<file path="config.mk">
export PLATFORM = sky130hd
export DESIGN_NAME = clipped_alpha_blend_blitter_core
export DESIGN_NICKNAME = d
export VERILOG_FILES = /design/src/rtl/cabb_pkg.sv /design/src/rtl/clipped_alpha_blend_blitter_core.sv /design/src/rtl/cabb_front.sv /design/src/rtl/cabb_queue.sv /design/src/rtl/cabb_back.sv
export VERILOG_INCLUDE_DIRS = /design/src /design/src/rtl
export SDC_FILE = /design/constraint.sdc
export NUM_CORES = 2
export LEC_CHECK = 0
export BUFFER_PORTS_ARGS = -buffer_cell sky130_fd_sc_hd__buf_2
export CAP_MARGIN = 40
export CORE_MARGIN = 2
export CORE_UTILIZATION = 40
export CTS_BUF_LIST = sky130_fd_sc_hd__clkbuf_4
export CTS_CLUSTER_DIAMETER = 100
export DETAILED_ROUTE_END_ITERATION = 8
export PLACE_DENSITY = 0.61
export SYNTH_ARGS = -nofsm -noshare
export SYNTH_HDL_FRONTEND = slang
export SYNTH_SLANG_ARGS = --single-unit
</file>
<file path="constraint.sdc">
create_clock -name clk_i -period 6.5 [get_ports clk_i]
set_input_delay 0.65 -clock clk_i [delete_from_list [all_inputs] [get_ports clk_i]]
set_output_delay 0.65 -clock clk_i [all_outputs]
set_load 0.02 [all_outputs]
</file>
<file path="src/rtl/clipped_alpha_blend_blitter_core_defines.svh">
// Assertion macros shared by the blitter RTL.
// Every check is sampled on the rising edge of clk_i and is off while rst_ni is low.
`ifndef CLIPPED_ALPHA_BLEND_BLITTER_CORE_DEFINES_SVH
`define CLIPPED_ALPHA_BLEND_BLITTER_CORE_DEFINES_SVH

// The consequent must hold in the same cycle as the antecedent.
`define CABB_ASSERT_IMP(label, ante, cons, msg) \
  label: assert property (@(posedge clk_i) disable iff (!rst_ni) (ante) |-> (cons)) \
    else $error(msg);

// The condition must never be true.
`define CABB_ASSERT_NEVER(label, cond, msg) \
  label: assert property (@(posedge clk_i) disable iff (!rst_ni) !(cond)) \
    else $error(msg);

`endif

</file>
<file path="src/rtl/cabb_pkg.sv">
`timescale 1ns / 1ps

package cabb_pkg;

  // Largest blit or screen dimension that the clip logic honors.
  localparam logic [12:0] MaxDim = 13'd4096;

  // Register indexes, taken from paddr[4:2].
  localparam logic [2:0] RegScreenWidth  = 3'd0;
  localparam logic [2:0] RegScreenHeight = 3'd1;
  localparam logic [2:0] RegOriginX      = 3'd2;
  localparam logic [2:0] RegOriginY      = 3'd3;
  localparam logic [2:0] RegBlitWidth    = 3'd4;
  localparam logic [2:0] RegBlitHeight   = 3'd5;

  localparam logic [12:0] RstScreenWidth  = 13'd640;
  localparam logic [12:0] RstScreenHeight = 13'd480;
  localparam logic [12:0] RstBlitWidth    = 13'd1;
  localparam logic [12:0] RstBlitHeight   = 13'd1;

  typedef struct packed {
    logic [12:0] screen_width;
    logic [12:0] screen_height;
    logic [12:0] origin_x;
    logic [12:0] origin_y;
    logic [12:0] blit_width;
    logic [12:0] blit_height;
  } cfg_t;

  // What the back end has to do with a pixel.
  typedef enum logic [1:0] {
    ClsSkip  = 2'd0,
    ClsCopy  = 2'd1,
    ClsBlend = 2'd2
  } pix_class_e;

  typedef struct packed {
    pix_class_e  cls;
    logic [11:0] dest_x;
    logic [11:0] dest_y;
    logic [31:0] src;
    logic [31:0] bg;
    logic        row_dirty;
    logic        blit_done;
  } item_t;

  // A dimension of zero acts as one, anything above MaxDim as MaxDim.
  function automatic logic [12:0] dim_of(input logic [12:0] v);
    logic [12:0] r;
    if (v == 13'd0) begin
      r = 13'd1;
    end else if (v > MaxDim) begin
      r = MaxDim;
    end else begin
      r = v;
    end
    return r;
  endfunction

endpackage

</file>
<file path="src/rtl/clipped_alpha_blend_blitter_core.sv">
`timescale 1ns / 1ps
`include "clipped_alpha_blend_blitter_core_defines.svh"

// Clipped ARGB8888 alpha-blending blitter. Source pixels come in row-major
// order, one per transfer, each with the back buffer pixel at its destination,
// and every input transfer produces exactly one output transfer carrying a
// write enable, the destination column and row, the pixel to write, a row
// dirty flag at the last column of an on-screen row, and a done flag on the
// last pixel of the blit. The block sustains one pixel per clock while the
// output is not stalled: the front end classifies a pixel in the cycle it is
// accepted and pushes it into a two-entry queue, and the back end takes it
// through a product stage and an output register, so a result is registered
// in the queue, the product stage and the output register in turn. The queue
// plus the output register let each side stall without stopping the other.
// The six 13-bit registers sit at byte addresses 0 to 20 of the APB port
// (screen width, screen height, origin x, origin y, blit width, blit height);
// they must only be written while no pixel is in flight, and the position
// counters are kept across writes.
module clipped_alpha_blend_blitter_core (
  input  logic        clk_i,
  input  logic        rst_ni,
  // Pixel input.
  input  logic        in_valid_i,
  output logic        in_ready_o,
  input  logic [31:0] src_pixel_i,
  input  logic [31:0] bg_pixel_i,
  // Result output.
  output logic        out_valid_o,
  input  logic        out_ready_i,
  output logic        write_enable_o,
  output logic [11:0] dest_x_o,
  output logic [11:0] dest_y_o,
  output logic [31:0] pixel_out_o,
  output logic        row_dirty_o,
  output logic        blit_done_o,
  // Register port.
  input  logic        psel,
  input  logic        penable,
  input  logic        pwrite,
  input  logic [4:0]  paddr,
  input  logic [31:0] pwdata,
  output logic [31:0] prdata,
  output logic        pready
);

  cabb_pkg::cfg_t  cfg_q, cfg_d;
  cabb_pkg::item_t front_item, queue_item;
  logic            push_valid, push_ready;
  logic            pop_valid, pop_ready;
  logic [2:0]      reg_idx;
  logic [12:0]     rd_val;

  // The register file. Writes complete in the access phase; the port never
  // inserts wait states. Unknown addresses are ignored on write and read as zero.
  assign pready  = 1'b1;
  assign reg_idx = paddr[4:2];

  always_comb begin
    cfg_d = cfg_q;
    if (psel && penable && pwrite) begin
      unique case (reg_idx)
        cabb_pkg::RegScreenWidth:  cfg_d.screen_width  = pwdata[12:0];
        cabb_pkg::RegScreenHeight: cfg_d.screen_height = pwdata[12:0];
        cabb_pkg::RegOriginX:      cfg_d.origin_x      = pwdata[12:0];
        cabb_pkg::RegOriginY:      cfg_d.origin_y      = pwdata[12:0];
        cabb_pkg::RegBlitWidth:    cfg_d.blit_width    = pwdata[12:0];
        cabb_pkg::RegBlitHeight:   cfg_d.blit_height   = pwdata[12:0];
        default:                   cfg_d = cfg_q;
      endcase
    end
  end

  always_comb begin
    unique case (reg_idx)
      cabb_pkg::RegScreenWidth:  rd_val = cfg_q.screen_width;
      cabb_pkg::RegScreenHeight: rd_val = cfg_q.screen_height;
      cabb_pkg::RegOriginX:      rd_val = cfg_q.origin_x;
      cabb_pkg::RegOriginY:      rd_val = cfg_q.origin_y;
      cabb_pkg::RegBlitWidth:    rd_val = cfg_q.blit_width;
      cabb_pkg::RegBlitHeight:   rd_val = cfg_q.blit_height;
      default:                   rd_val = 13'd0;
    endcase
  end

  assign prdata = {19'd0, rd_val};

  always_ff @(posedge clk_i or negedge rst_ni) begin
    if (!rst_ni) begin
      cfg_q.screen_width  <= cabb_pkg::RstScreenWidth;
      cfg_q.screen_height <= cabb_pkg::RstScreenHeight;
      cfg_q.origin_x      <= 13'd0;
      cfg_q.origin_y      <= 13'd0;
      cfg_q.blit_width    <= cabb_pkg::RstBlitWidth;
      cfg_q.blit_height   <= cabb_pkg::RstBlitHeight;
    end else begin
      cfg_q <= cfg_d;
    end
  end

  // Front end: position tracking, clipping and classification.
  cabb_front u_front (
    .clk_i        (clk_i),
    .rst_ni       (rst_ni),
    .in_valid_i   (in_valid_i),
    .in_ready_o   (in_ready_o),
    .src_pixel_i  (src_pixel_i),
    .bg_pixel_i   (bg_pixel_i),
    .cfg_i        (cfg_q),
    .push_valid_o (push_valid),
    .push_ready_i (push_ready),
    .item_o       (front_item)
  );

  // Decoupling queue.
  cabb_queue u_queue (
    .clk_i        (clk_i),
    .rst_ni       (rst_ni),
    .push_valid_i (push_valid),
    .push_ready_o (push_ready),
    .push_item_i  (front_item),
    .pop_valid_o  (pop_valid),
    .pop_ready_i  (pop_ready),
    .pop_item_o   (queue_item)
  );

  // Back end: blend arithmetic and the output register.
  cabb_back u_back (
    .clk_i          (clk_i),
    .rst_ni         (rst_ni),
    .pop_valid_i    (pop_valid),
    .pop_ready_o    (pop_ready),
    .item_i         (queue_item),
    .out_valid_o    (out_valid_o),
    .out_ready_i    (out_ready_i),
    .write_enable_o (write_enable_o),
    .dest_x_o       (dest_x_o),
    .dest_y_o       (dest_y_o),
    .pixel_out_o    (pixel_out_o),
    .row_dirty_o    (row_dirty_o),
    .blit_done_o    (blit_done_o)
  );

  // Every written pixel is opaque, whether copied or blended.
  `CABB_ASSERT_NEVER(a_written_alpha_opaque, out_valid_o && write_enable_o && (pixel_out_o[31:24] != 8'hFF), "written pixel is not opaque")
  // A pixel that is not written carries no color.
  `CABB_ASSERT_IMP(a_skip_pixel_zero, out_valid_o && !write_enable_o, pixel_out_o == 32'd0, "skipped pixel has nonzero data")
  // Writes land inside the configured screen.
  `CABB_ASSERT_IMP(a_write_on_screen, out_valid_o && write_enable_o, ({1'b0, dest_x_o} < cabb_pkg::dim_of(cfg_q.screen_width)) && ({1'b0, dest_y_o} < cabb_pkg::dim_of(cfg_q.screen_height)), "write outside the screen")

endmodule

</file>
<file path="src/rtl/cabb_front.sv">
`timescale 1ns / 1ps

// Tracks the position inside the blit, clips it and classifies each pixel.
module cabb_front (
  input  logic              clk_i,
  input  logic              rst_ni,
  input  logic              in_valid_i,
  output logic              in_ready_o,
  input  logic [31:0]       src_pixel_i,
  input  logic [31:0]       bg_pixel_i,
  input  cabb_pkg::cfg_t    cfg_i,
  output logic              push_valid_o,
  input  logic              push_ready_i,
  output cabb_pkg::item_t   item_o
);

  logic [11:0] col_q, col_d;
  logic [11:0] row_q, row_d;

  logic [12:0] sw, sh, bw, bh;
  logic signed [13:0] dx, dy;
  logic row_on, on, last_col, last_row;
  logic [7:0] alpha;

  assign in_ready_o   = push_ready_i;
  assign push_valid_o = in_valid_i;

  always_comb begin
    sw = cabb_pkg::dim_of(cfg_i.screen_width);
    sh = cabb_pkg::dim_of(cfg_i.screen_height);
    bw = cabb_pkg::dim_of(cfg_i.blit_width);
    bh = cabb_pkg::dim_of(cfg_i.blit_height);
    dx = $signed({cfg_i.origin_x[12], cfg_i.origin_x}) + $signed({2'b00, col_q});
    dy = $signed({cfg_i.origin_y[12], cfg_i.origin_y}) + $signed({2'b00, row_q});
    row_on = (dy >= 14'sd0) && (dy < $signed({1'b0, sh}));
    on = row_on && (dx >= 14'sd0) && (dx < $signed({1'b0, sw}));
    last_col = {1'b0, col_q} >= (bw - 13'd1);
    last_row = {1'b0, row_q} >= (bh - 13'd1);
    alpha = src_pixel_i[31:24];

    item_o.src       = src_pixel_i;
    item_o.bg        = bg_pixel_i;
    item_o.row_dirty = row_on && last_col;
    item_o.blit_done = last_col && last_row;
    if (on) begin
      item_o.dest_x = dx[11:0];
      item_o.dest_y = dy[11:0];
      if (alpha == 8'hFF) begin
        item_o.cls = cabb_pkg::ClsCopy;
      end else if (alpha == 8'h00) begin
        item_o.cls = cabb_pkg::ClsSkip;
      end else begin
        item_o.cls = cabb_pkg::ClsBlend;
      end
    end else begin
      item_o.dest_x = 12'd0;
      item_o.dest_y = 12'd0;
      item_o.cls    = cabb_pkg::ClsSkip;
    end

    col_d = col_q;
    row_d = row_q;
    if (in_valid_i && in_ready_o) begin
      if (last_col) begin
        col_d = 12'd0;
        row_d = last_row ? 12'd0 : row_q + 12'd1;
      end else begin
        col_d = col_q + 12'd1;
      end
    end
  end

  always_ff @(posedge clk_i or negedge rst_ni) begin
    if (!rst_ni) begin
      col_q <= 12'd0;
      row_q <= 12'd0;
    end else begin
      col_q <= col_d;
      row_q <= row_d;
    end
  end

endmodule

</file>
<file path="src/rtl/cabb_queue.sv">
`timescale 1ns / 1ps

// Two-entry queue between the front and the back end.
module cabb_queue (
  input  logic            clk_i,
  input  logic            rst_ni,
  input  logic            push_valid_i,
  output logic            push_ready_o,
  input  cabb_pkg::item_t push_item_i,
  output logic            pop_valid_o,
  input  logic            pop_ready_i,
  output cabb_pkg::item_t pop_item_o
);

  cabb_pkg::item_t mem_q [2];
  logic       wr_ptr_q, wr_ptr_d;
  logic       rd_ptr_q, rd_ptr_d;
  logic [1:0] count_q, count_d;
  logic       push, pop;

  assign push_ready_o = (count_q != 2'd2);
  assign pop_valid_o  = (count_q != 2'd0);
  assign pop_item_o   = mem_q[rd_ptr_q];
  assign push         = push_valid_i && push_ready_o;
  assign pop          = pop_valid_o && pop_ready_i;

  always_comb begin
    wr_ptr_d = push ? ~wr_ptr_q : wr_ptr_q;
    rd_ptr_d = pop ? ~rd_ptr_q : rd_ptr_q;
    count_d  = count_q;
    if (push && !pop) begin
      count_d = count_q + 2'd1;
    end else if (pop && !push) begin
      count_d = count_q - 2'd1;
    end
  end

  always_ff @(posedge clk_i or negedge rst_ni) begin
    if (!rst_ni) begin
      wr_ptr_q <= 1'b0;
      rd_ptr_q <= 1'b0;
      count_q  <= 2'd0;
    end else begin
      wr_ptr_q <= wr_ptr_d;
      rd_ptr_q <= rd_ptr_d;
      count_q  <= count_d;
    end
  end

  always_ff @(posedge clk_i) begin
    if (push) begin
      mem_q[wr_ptr_q] <= push_item_i;
    end
  end

endmodule

</file>
<file path="src/rtl/cabb_back.sv">
`timescale 1ns / 1ps

// Blend pipeline: channel products, then sum and divide by 255 into the output register.
module cabb_back (
  input  logic            clk_i,
  input  logic            rst_ni,
  input  logic            pop_valid_i,
  output logic            pop_ready_o,
  input  cabb_pkg::item_t item_i,
  output logic            out_valid_o,
  input  logic            out_ready_i,
  output logic            write_enable_o,
  output logic [11:0]     dest_x_o,
  output logic [11:0]     dest_y_o,
  output logic [31:0]     pixel_out_o,
  output logic            row_dirty_o,
  output logic            blit_done_o
);

  // Product stage.
  logic            s1_valid_q, s1_valid_d;
  cabb_pkg::item_t s1_item_q;
  logic [15:0]     s1_prod_s_q [3];
  logic [15:0]     s1_prod_b_q [3];
  logic [15:0]     prod_s [3];
  logic [15:0]     prod_b [3];

  // Output register.
  logic        out_valid_q, out_valid_d;
  logic        we_q;
  logic [11:0] dest_x_q, dest_y_q;
  logic [31:0] pixel_q, pixel_d;
  logic        row_dirty_q, blit_done_q;

  logic        s1_ready, s2_ready;
  logic [16:0] sum [3];
  logic [16:0] quo [3];
  logic [7:0]  chan [3];
  logic [7:0]  alpha, bg_weight;

  assign s2_ready    = !out_valid_q || out_ready_i;
  assign s1_ready    = !s1_valid_q || s2_ready;
  assign pop_ready_o = s1_ready;

  always_comb begin
    alpha     = item_i.src[31:24];
    bg_weight = 8'd255 - alpha;
    for (int c = 0; c < 3; c++) begin
      prod_s[c] = {8'd0, item_i.src[8*c +: 8]} * {8'd0, alpha};
      prod_b[c] = {8'd0, item_i.bg[8*c +: 8]} * {8'd0, bg_weight};
    end
  end

  // x / 255 for x below 65536 equals (x + 1 + (x >> 8)) >> 8.
  always_comb begin
    for (int c = 0; c < 3; c++) begin
      sum[c]  = {1'b0, s1_prod_s_q[c]} + {1'b0, s1_prod_b_q[c]};
      quo[c]  = sum[c] + 17'd1 + {9'd0, sum[c][15:8]};
      chan[c] = quo[c][15:8];
    end
    case (s1_item_q.cls)
      cabb_pkg::ClsCopy:  pixel_d = s1_item_q.src;
      cabb_pkg::ClsBlend: pixel_d = {8'hFF, chan[2], chan[1], chan[0]};
      default:            pixel_d = 32'd0;
    endcase
  end

  assign s1_valid_d  = s1_ready ? pop_valid_i : s1_valid_q;
  assign out_valid_d = s2_ready ? s1_valid_q : out_valid_q;

  always_ff @(posedge clk_i or negedge rst_ni) begin
    if (!rst_ni) begin
      s1_valid_q  <= 1'b0;
      out_valid_q <= 1'b0;
    end else begin
      s1_valid_q  <= s1_valid_d;
      out_valid_q <= out_valid_d;
    end
  end

  always_ff @(posedge clk_i) begin
    if (pop_valid_i && s1_ready) begin
      s1_item_q <= item_i;
      for (int c = 0; c < 3; c++) begin
        s1_prod_s_q[c] <= prod_s[c];
        s1_prod_b_q[c] <= prod_b[c];
      end
    end
    if (s1_valid_q && s2_ready) begin
      we_q        <= (s1_item_q.cls != cabb_pkg::ClsSkip);
      dest_x_q    <= s1_item_q.dest_x;
      dest_y_q    <= s1_item_q.dest_y;
      pixel_q     <= pixel_d;
      row_dirty_q <= s1_item_q.row_dirty;
      blit_done_q <= s1_item_q.blit_done;
    end
  end

  assign out_valid_o    = out_valid_q;
  assign write_enable_o = we_q;
  assign dest_x_o       = dest_x_q;
  assign dest_y_o       = dest_y_q;
  assign pixel_out_o    = pixel_q;
  assign row_dirty_o    = row_dirty_q;
  assign blit_done_o    = blit_done_q;

endmodule

</file>
* Yosys cells after proc, flatten, opt, wreduce, memory -nomap -nowiden
Memory sizes are Yosys's and may differ from the RTL's.
Cells that the tools add are included.
** Storage, ports and cells
- Register bits :: 227
- Input bits :: 108
- Memories :: 3
- Bits in writable memories :: 280
- Output and inout bits :: 94
- Logic and storage cells :: 128
** Memories
- u_queue.mem_q :: words 2, bits a word 92, read ports 1, clocked after memory_dff 0, wr ports 1, line cabb_queue.sv:15 : cabb_pkg::item_t mem_q [2];
- u_back.s1_prod_b_q :: words 3, bits a word 16, read ports 3, clocked after memory_dff 0, wr ports 3, line cabb_back.sv:24 : logic [15:0] s1_prod_b_q [3];
- u_back.s1_prod_s_q :: words 3, bits a word 16, read ports 3, clocked after memory_dff 0, wr ports 3, line cabb_back.sv:23 : logic [15:0] s1_prod_s_q [3];
** Operators by class
- Equal/unequal tests :: 9
- Multipliers :: 6
- Reduce and logical (&&, ||, !) cells :: 34
- Mux-type cells :: 21
- Add/subtract/negate cells :: 18
- Order comparisons :: 10
- Bitwise operators :: 2
** Operators with widths (number)
- two-way mux 13 bit :: 8
- multiplier 8 x 8 -> 16 bit :: 6
- case mux 13 bit (6 select lines) :: 1
- case mux 32 bit (2 select lines) :: 1
- > comparator 13 bit, second input constant :: 4
- zero test 13 bit :: 4
- adder 16 x 1 -> 16 bit, second input constant :: 3
- adder 16 bit :: 3
- adder 16 x 8 -> 16 bit :: 3
- adder 13 x 13 -> 14 bit :: 2
- >= comparator 14 x 1 -> 1 bit, second input constant :: 2
- < comparator 14 bit :: 2
- >= comparator 12 x 13 -> 1 bit :: 2
- two-way mux 26 bit :: 1
- subtractor 13 x 1 -> 13 bit, second input constant :: 2
- adder 12 x 1 -> 12 bit, second input constant :: 2
- two-way mux 12 bit :: 2
- AND reduction 2 bit :: 7
- logical AND 1 bit :: 12
- equality test 8 bit, second input constant :: 1
- zero test 8 bit :: 1
- two-way mux 2 bit :: 4
- subtractor 8 bit, first input constant :: 1
- equality test 3 x 2 -> 1 bit, second input constant :: 2
- 13 further kinds :: 24

* Logic depth before layout (Yosys ltp)
- Depth in word-level cells :: 8
- Gate-level depth with buffers :: 23
- Gate-level depth less buffers :: 20

* Hierarchy
A second synthesis with hierarchy kept.
** Second synthesis, totals
- Cell total of the unflattened synthesis :: 3520
- Area, all modules :: 38916.1 µm²
** By module, submodules not included
- cabb_back :: cells an instance 2281, times used 1, area each 23080.9 µm², sequential area each 6506.2 µm²
- cabb_queue :: cells an instance 304, times used 1, area each 7114.3 µm², sequential area each 5625.4 µm²
- cabb_front :: cells an instance 650, times used 1, area each 4877.2 µm², sequential area each 600.6 µm²
- clipped_alpha_blend_blitter_core :: cells an instance 285, times used 1, area each 3843.7 µm², sequential area each 1961.9 µm²

* Worst setup path after synthesis
No wires, ideal clock.
- Kind :: reg2reg
- Start point :: register u_queue.rd_ptr_q
- End point :: memory u_back.s1_prod_b_q[1][14], in the netlist u_back.s1_prod_b_q[0][30], data pin
- Stages on the path, launching flop included :: 21
- Slack :: 0.310 ns
- Path buffers :: 3
- Arrival time :: 5.932 ns
- Setup time :: 0.257 ns
- Path through :: dfrtp_1 > buf_1 > clkbuf_1 > buf_1 > mux2i_1 > nor2_1 > fa_1 > inv_1 > fa_1 > inv_1 > fa_1 > inv_1 > fa_1 > inv_1 > ha_1 > a21boi_0 > o311a_1 > o21a_1 > o21a_1 > o211a_1 > xor2_1
** RTL lines
- start: declaration :: line cabb_queue.sv:17 : logic rd_ptr_q, rd_ptr_d;
- start signal: assignment :: line cabb_queue.sv:45 : rd_ptr_q <= rd_ptr_d;
- end: declaration :: line cabb_back.sv:24

==> metrics.txt <==
fin crit share 91.2%; final wirelength 89.4 mm; worst r2r src u_queue.rd_ptr_q; Starting DRT DRC Count 1476; nets 4380; Slew @ Worst Pin 0.975 ns; die extent in x 303 um; critical path type reg2reg; CTS sink cnt 491; first-pass GRT wire length 140 mm; Worst EP required 7.25 ns; Final Hold Violating Endpoints 0; status completed; CP startpoint u_queue.rd_ptr_q; Num CTS Buffers 140; Vias/cell 5.11; Clock Latency Late Sink 1.06 ns; synthesized area 0.0358 mm^2; Initial Util 40.5%; most common cell after layout, fill and taps aside nor2_1; max-cap violation count 0; crit-path max cell delay 0.75 ns; share of layout cells above drive strength 1 16.3%; #FFs+latches synth 491; die area 0.0919 mm^2; top-area cell type share of the netlist area 32.1%; final-report setup violation count 0; clk_skew 0.102 ns; antenna violations before repair 13; drt pass-1 iters 5; vias in the first global route 25700; FMAX 0.169 GHz; RSZ-0062 raised after global routing no; post-route ant nets 0; CP max stage cell dfrtp_4; # resized after CTS 0; Die H 303 um; GPL Wtd Cong 0.887; cell count after synthesis 3312; ys flop type edfxtp_1; num ports 202; IO Port Bufs 152; Longest Clk Path Bufs 3; H-tree Lvls 4; sequential area share after synthesis 39.7%; largest net degree at the start of global routing 89; DRC viols 0; HP Class in2async; critical path startpoint category flip-flop; CTS tree yes; ys async rst share 22.0%; minimum clock period 5.93 ns; Post-synth EDFFs 383; crit end category flip-flop; Syn Area/Cell 10.8 um^2; area leader, netlist edfxtp_1; Slew HR 35.0%; max-slew violations 0; CP Max Fanout 25; area of the core 0.0885 mm^2; Synth warnings 0; DR vias 25400; P&R area growth vs syn 14.7%; most frequent cells in the layout nor2_1, inv_1, edfxtp_1, ha_1, fa_1; routed len/inst 18.0 um; DP HPWL 67.1 mm; clock-pin slew on the worst setup and hold paths 0.08 ns; Synth area leaders edfxtp_1, ha_1, fa_1, dfrtp_1, nor2_1; number of filler cells placed in the layout 8253; critical-path cell list buf_4 > mux2i_4 > buf_4 > nor2_1 > fa_1 > fa_1 > ha_1 > inv_1 > fa_1 > inv_1 > ha_1 > nor2b_1 > o21ai_0 > a21boi_0 > o21ai_0 > a21oi_1 > a211o_1 > a21o_1 > a21oi_1 > xnor2_1; Crit path arrival time 6.68 ns; Cell variety after synth 79; total grt overflow 0; Site Rows 109; FF-to-FF setup slack 0.57 ns; Worst path most repeated cell fa_1; GRT Total Usage 19.9%; Root Driver clkbuf_4; Setup TNS Final 0 ns
-- through the flow --
step           area, um^2  util, %  hold WS [ns]  setup WS [ns]  instances
4_1_cts             41100     46.4        0.0531          0.537       4964
2_1_floorplan       35900        -         0.354          0.310       3330
3_5_place_dp        38600     43.6         0.405          0.587       4641
3_3_place_gp        38400     43.4         0.403          0.623       4634
5_1_grt             41100     46.4         0.109          0.247       4973
6_report            41100     46.4         0.148          0.572       4976
-- Yosys cell counts (15+ instances only) --
cell	count
a21boi_0	15
a21o_1	45
a21oi_1	116
and3_1	22
buf_4	20
clkbuf_1	67
dfrtp_1	100
edfxtp_1	383
fa_1	221
ha_1	362
inv_1	416
mux2_2	111
mux2i_1	75
nand2_1	187
nand2b_1	55
nand3_1	33
nor2_1	439
nor2b_1	44
nor3_1	36
nor4b_1	16
o21a_1	33
o21ai_0	114
or3_1	15
xnor2_1	107
xor2_1	48
-- repair_timing --
item,4_1_cts,5_1_grt
hold buffers,71,0
setup buffers,0,0
hold endpoints to repair,238,0
-- final timing paths --
path / to / depth (start not counted)
max: u_back.s1_prod_s_q[0][31] / 20
min: cfg_q[27] / 2
max reg2reg: u_back.s1_prod_s_q[0][31] / 20
min reg2reg: u_back.dest_x_o[3] / 0
max in group asynchronous: cfg_q[74] / 4
min in group clk_i: cfg_q[12] / 4
-- metal layers --
layer,routed length (um),track usage (%),part of all wire [%],up-vias
li1,-,-,-,12200
met1,38300,25.1,43,12400
met2,43100,33.3,48,665
met3,5880,4.89,6.6,153
met4,2010,6.58,2.2,18
met5,103,0,0.12,-
-- kinds of logic (layout without fill, tap and decap cells) --
| group | Yosys count | count (layout) | share of synthesized area [%] |
|---|---|---|---|
| AO/OA/AOI/OAI | 462 | 462 | 8.29 |
| XOR/XNOR | 155 | 155 | 3.79 |
| adder cells (fa/ha/maj) | 583 | 583 | 25.0 |
| buffers and inverters | 523 | 992 | 5.72 |
| flip-flops | 491 | 491 | 39.7 |
| multiplexers | 193 | 193 | 6.03 |
| other | 2 | 32 | 0.0210 |
| AND/OR/NAND/NOR | 903 | 903 | 11.5 |
-- worst max-delay path, delay by kind of cell, from the launching register on --
family | cells | cell delay, ns
compound gates | 7 | 1.54
xor+xnor | 1 | 0.09
fa+ha+maj | 5 | 2.03
buf+inv | 4 | 0.71
flops | 1 | 0.75
mux | 1 | 0.23
simple gates | 2 | 0.26
-- state kept, by name, indices dropped and copies added (netlist names) --
name,flops
u_back.dest_y_o,12
u_back.pixel_out_o,32
u_front.col_q,12
u_back.dest_x_o,12
u_front.row_q,12
u_queue.count_q,2
u_back.out_valid_o,1
u_back.s1_prod_s_q,48
u_queue.mem_q,168
u_back.s1_prod_b_q,48
u_back.s1_item_q,60
u_queue.wr_ptr_q,1
u_back.row_dirty_o,1
u_back.s1_valid_q,1
u_back.blit_done_o,1
u_back.write_enable_o,1
cfg_q,78
u_queue.rd_ptr_q,1
-- final cells by class --
| cell class | count | area, um^2 | area share (%) |
|---|---|---|---|
| tap | 1165 | 1460 | 3.55 |
| clock buffer | 187 | 1400 | 3.42 |
| inverter | 422 | 1590 | 3.87 |
| clock inverter | 65 | 387 | 0.941 |
| multi-input combinational | 2316 | 19700 | 48.1 |
| timing repair buffer | 318 | 2260 | 5.49 |
| antenna | 12 | 30.0 | 0.0731 |
| sequential | 491 | 14200 | 34.6 |
Power is left out: the tool's default activity adds up to more than one toggle a clock period on the data nets, which glitch-free logic cannot reach.
